[src/ktq_pkg.sv]
// Shared types and constants of the keyed table with min/max query unit.
package ktq_pkg;

  localparam int MaxEntries = 64;
  localparam int SlotW = $clog2(MaxEntries);
  localparam int CntW = $clog2(MaxEntries + 1);

  localparam logic [1:0] OP_UPSERT = 2'd0;
  localparam logic [1:0] OP_REMOVE = 2'd1;
  localparam logic [1:0] OP_LOOKUP = 2'd2;
  localparam logic [1:0] OP_NOP = 2'd3;

  localparam logic [1:0] ST_OK = 2'd0;
  localparam logic [1:0] ST_FULL = 2'd1;
  localparam logic [1:0] ST_MISS = 2'd2;

  typedef struct packed {
    logic [21:0] id;
    logic [39:0] res;
    logic [39:0] peak;
    logic [31:0] score;
    logic [31:0] stamp;
  } entry_t;

  typedef enum logic [2:0] {
    S_IDLE,
    S_SEARCH,
    S_APPLY,
    S_SCAN,
    S_DONE
  } state_t;

  // Control from the sequencer to every cell for one cycle.
  typedef struct packed {
    logic shift;     // rotate entries one cell towards the head
    logic wr;        // write wr_data into the cell at wr_slot
    logic [SlotW-1:0] wr_slot;
    logic clr;       // clear the cell at clr_slot
    logic [SlotW-1:0] clr_slot;
  } cell_ctl_t;

endpackage

[src/ktq_cell.sv]
// One table cell: holds an entry, passes it to its neighbour on a rotate.
module ktq_cell (
  input  logic              clk,
  input  logic              rst_n,
  input  ktq_pkg::cell_ctl_t ctl,
  input  logic [ktq_pkg::SlotW-1:0] my_slot,
  input  ktq_pkg::entry_t   wr_data,
  input  ktq_pkg::entry_t   from_next,
  output ktq_pkg::entry_t   entry
);
  import ktq_pkg::*;

  entry_t entry_r, entry_nxt;

  // Select rotate, write or clear for this cell.
  always_comb begin
    entry_nxt = entry_r;
    if (ctl.shift) begin
      entry_nxt = from_next;
    end else if (ctl.wr && ctl.wr_slot == my_slot) begin
      entry_nxt = wr_data;
    end else if (ctl.clr && ctl.clr_slot == my_slot) begin
      entry_nxt = '0;
    end
  end

  always_ff @(posedge clk) begin
    if (!rst_n) begin
      entry_r <= '0;
    end else begin
      entry_r <= entry_nxt;
    end
  end

  assign entry = entry_r;
endmodule

[config.mk]
export PLATFORM = sky130hd
export DESIGN_NAME = ktq_cell
export DESIGN_NICKNAME = d
export VERILOG_FILES = /design/src/ktq_pkg.sv /design/src/ktq_cell.sv
export SDC_FILE = /design/constraint.sdc
export NUM_CORES = 1
export LEC_CHECK = 0
export BUFFER_PORTS_ARGS = -buffer_cell sky130_fd_sc_hd__clkbuf_2
export CORE_AREA = 2 2 205 207
export DETAILED_ROUTE_END_ITERATION = 7
export DIE_AREA = 0 0 207 209
export GPL_TIMING_DRIVEN = 0
export PLACE_DENSITY = 0.56
export RECOVER_POWER = 25
export SLEW_MARGIN = 5
export SYNTH_ARGS = -nofsm -noshare
export SYNTH_HDL_FRONTEND = slang
export SYNTH_SLANG_ARGS = --single-unit
[constraint.sdc]
create_clock -name clk -period 1.74 [get_ports clk]
set_input_delay 0.174 -clock clk [delete_from_list [all_inputs] [get_ports clk]]
set_output_delay 0.174 -clock clk [all_outputs]
set_load 0.1 [all_outputs]
==> qor.txt <==
outcome - finished clean
wire length per cell - 18.5 microns
# hold bufs at CTS - 0
Top Ports - 521
largest family of logic cells by synthesized area - compound AO/OA/AOI/OAI gates
Initial Util - 21.3%
Final min period - 1590 ps
CTS tree - done
Worst setup SP type - input pin
Critical Path End Type - flip-flop
total CTS buffers - 17
vias per inst - 4.57
Avg Inst Size Synth - 9.16 sq um
post-route clock period utilization - 91.5%
area delta synth->final - 44.3%
vias in the first global route - 9660
dpl hpwl - 30.4 mm
fmax - 628 MHz
count of cell types in the netlist - 20
worst-margin pin slew - 786 ps
Clk pin slew, worst setup/hold paths - 70 ps
Post-layout nets - 1851
net switching power - 4.50 mW
htree depth - 4
leakage power - 5.53 nW
Clk Latency, worst-skew pair - 430 ps
initial DRC count - 331
total gr overflow - 0
Max-Slew Margin vs Limit - 47.6%
max FFs per register - 166
worst IR drop on VDD - 0.487 mV
Mapped Nets - 1313
Die ar. - 43300 sq um
layout cells sized above 1 - 50.6%
Placed Cells - 2016
Comb pwr share - 30.8%
residual DRC count - 0
row count - 75
Worst EP required - 2100 ps
Post-CTS Setup Inserts - 0
Post-Synth Simple-Gate Area - 19.5%
HP Class - input pin to flip-flop
crit path max fanout - 10
Final Hold Vio Count - 0
largest net degree at the start of global routing - 17
port bufs - 519
Total Wirelength - 37.8 mm
DR vias - 9350
Post-Synthesis Cells - 958
Synth top area share - 37.9%
Post-synth EDFFs - 0
Power Internal - 7.28 mW
Core Region - 41300 sq um
Ys Warns - 0
Synth Area in XOR/XNOR - 1.20%
setup_tns - 0 ps
post-route antenna net violation count - 0
ys async rst share - 0%
Crit Path Class - input pin to flip-flop
post-synthesis compound-gate area fraction - 35.1%
Final setup viols - 0
CP arrival - 1960 ps
Finished Layout Cells - 2048
clock tree buffer depth - 2
sequential element share of the synthesized area - 37.9%
Seq cells post-synth - 166
leading cell types by count after synthesis - 166 x and2_1, 166 x dfxtp_1, 166 x nand2_1
initial antenna violation count - 0
Ant. Diodes - 0
gr usage total - 17.0%
CTS Sinks - 166
total chip power - 11.8 mW
Root Driver - clkbuf_16
Switching Share - 38.2%
dominant synthesized flop cell - dfxtp_1
fin. max-slew vios - 0
area leader, netlist - dfxtp_1
adder-cell share of the synthesized area - 0%
Final Skew - 0 ps
Reg power frac - 35.4%
Max Cap Violations - 0
drt first pass iters - 4
clock share of power - 33.8%
largest cells by area after synthesis - dfxtp_1 38%, o22ai_2 16%, and2_1 12%
pwr/cell area - 930 nW/um^2
cell area after synthesis - 8780 sq um
gpl congestion - 0.874
Die Ht - 209 microns
mux cell area share after synthesis - 0%
RSZ-0062 raised after global routing - false
Die Wd - 207 microns
first-pass GRT wire length - 56.5 mm
-- cell usage in the layout (no fill, tap or decap), drive strengths merged --
cell type  count
clkbuf       613
and2         166
nand2        166
dfxtp        166
a31oi        126
o22ai        126
a31o          40
o2bb2ai       40
buf           35
clkinv         7
xor2           6
xnor2          6
inv            4
bufinv         3
nand4          2
nor4           2
or3            1
-- through the flow --
step                      area [sq um]  worst slack, ps  util [%]  hold slack, ps
after floorplan                   8780              299         -             395
after global placement           12000            -1190      29.2             441
after detailed placement         12000            -1210      29.2             447
after CTS                        12700             39.2      30.7            4.18
after global routing             12700             75.2      30.7            29.7
final                            12700              148      30.7            52.4
-- power groups by stage --
| stage | logic (mW) | clock network, mW | registers [mW] |
|---|---|---|---|
| after floorplan | 0.985 | 0 | 5.91 |
| after global placement | 3.62 | 0 | 4.25 |
| after detailed placement | 3.64 | 0 | 4.25 |
| after CTS | 3.65 | 4.13 | 4.17 |
| after global routing | 3.80 | 4.26 | 4.19 |
| final | 3.62 | 3.98 | 4.17 |
-- metal layers --
layer | vias up | global-route usage, % | wire [microns]
met5 | - | 0 | 0
met1 | 4350 | 18.9 | 15300
met3 | 44 | 4.55 | 2450
li1 | 4565 | - | -
met2 | 391 | 31.1 | 19100
met4 | 0 | 6.28 | 894
-- what timing repair did --
item / in CTS / in global routing
setup endpoints to repair: 137 / 22
cloned: 0 / 0
resized for setup: 12 / 3
-- kinds of logic (layout without fill, tap and decap cells) --
group	Yosys count	count (layout)
AND/OR/NAND/NOR	337	337
AO/OA/AOI/OAI	332	332
flip-flops	166	166
buffers and inverters	111	662
XOR/XNOR	12	12
-- worst paths after layout --
path	from	end	slack, ps	cells past startpoint
worst max-delay path	my_slot[1]	entry[148]	150	8
worst min-delay path	wr_data[117]	entry[117]	50	3
worst max register to register	entry[107]	entry[107]	990	2
worst min register to register	entry[156]	entry[156]	450	2
-- layout make-up --
type | instances | area (sq um)
well taps | 539 | 674
fillers | 4445 | 28600
clock buffers | 20 | 447
inverters | 2 | 7.51
clock inverters | 12 | 150
repair buffers | 519 | 2600
plain buffers | 109 | 576
multi-input cells | 681 | 4890
flip-flops and latches | 166 | 3320
-- critical path, cell delays in order --
cell      delay [ps]
clkbuf_1         100
xnor2_1          180
nand4_1          170
nor4_4           320
buf_2            360
buf_2            290
a31oi_1          160
o22ai_2          180
(Power assumes the default switching activity.)
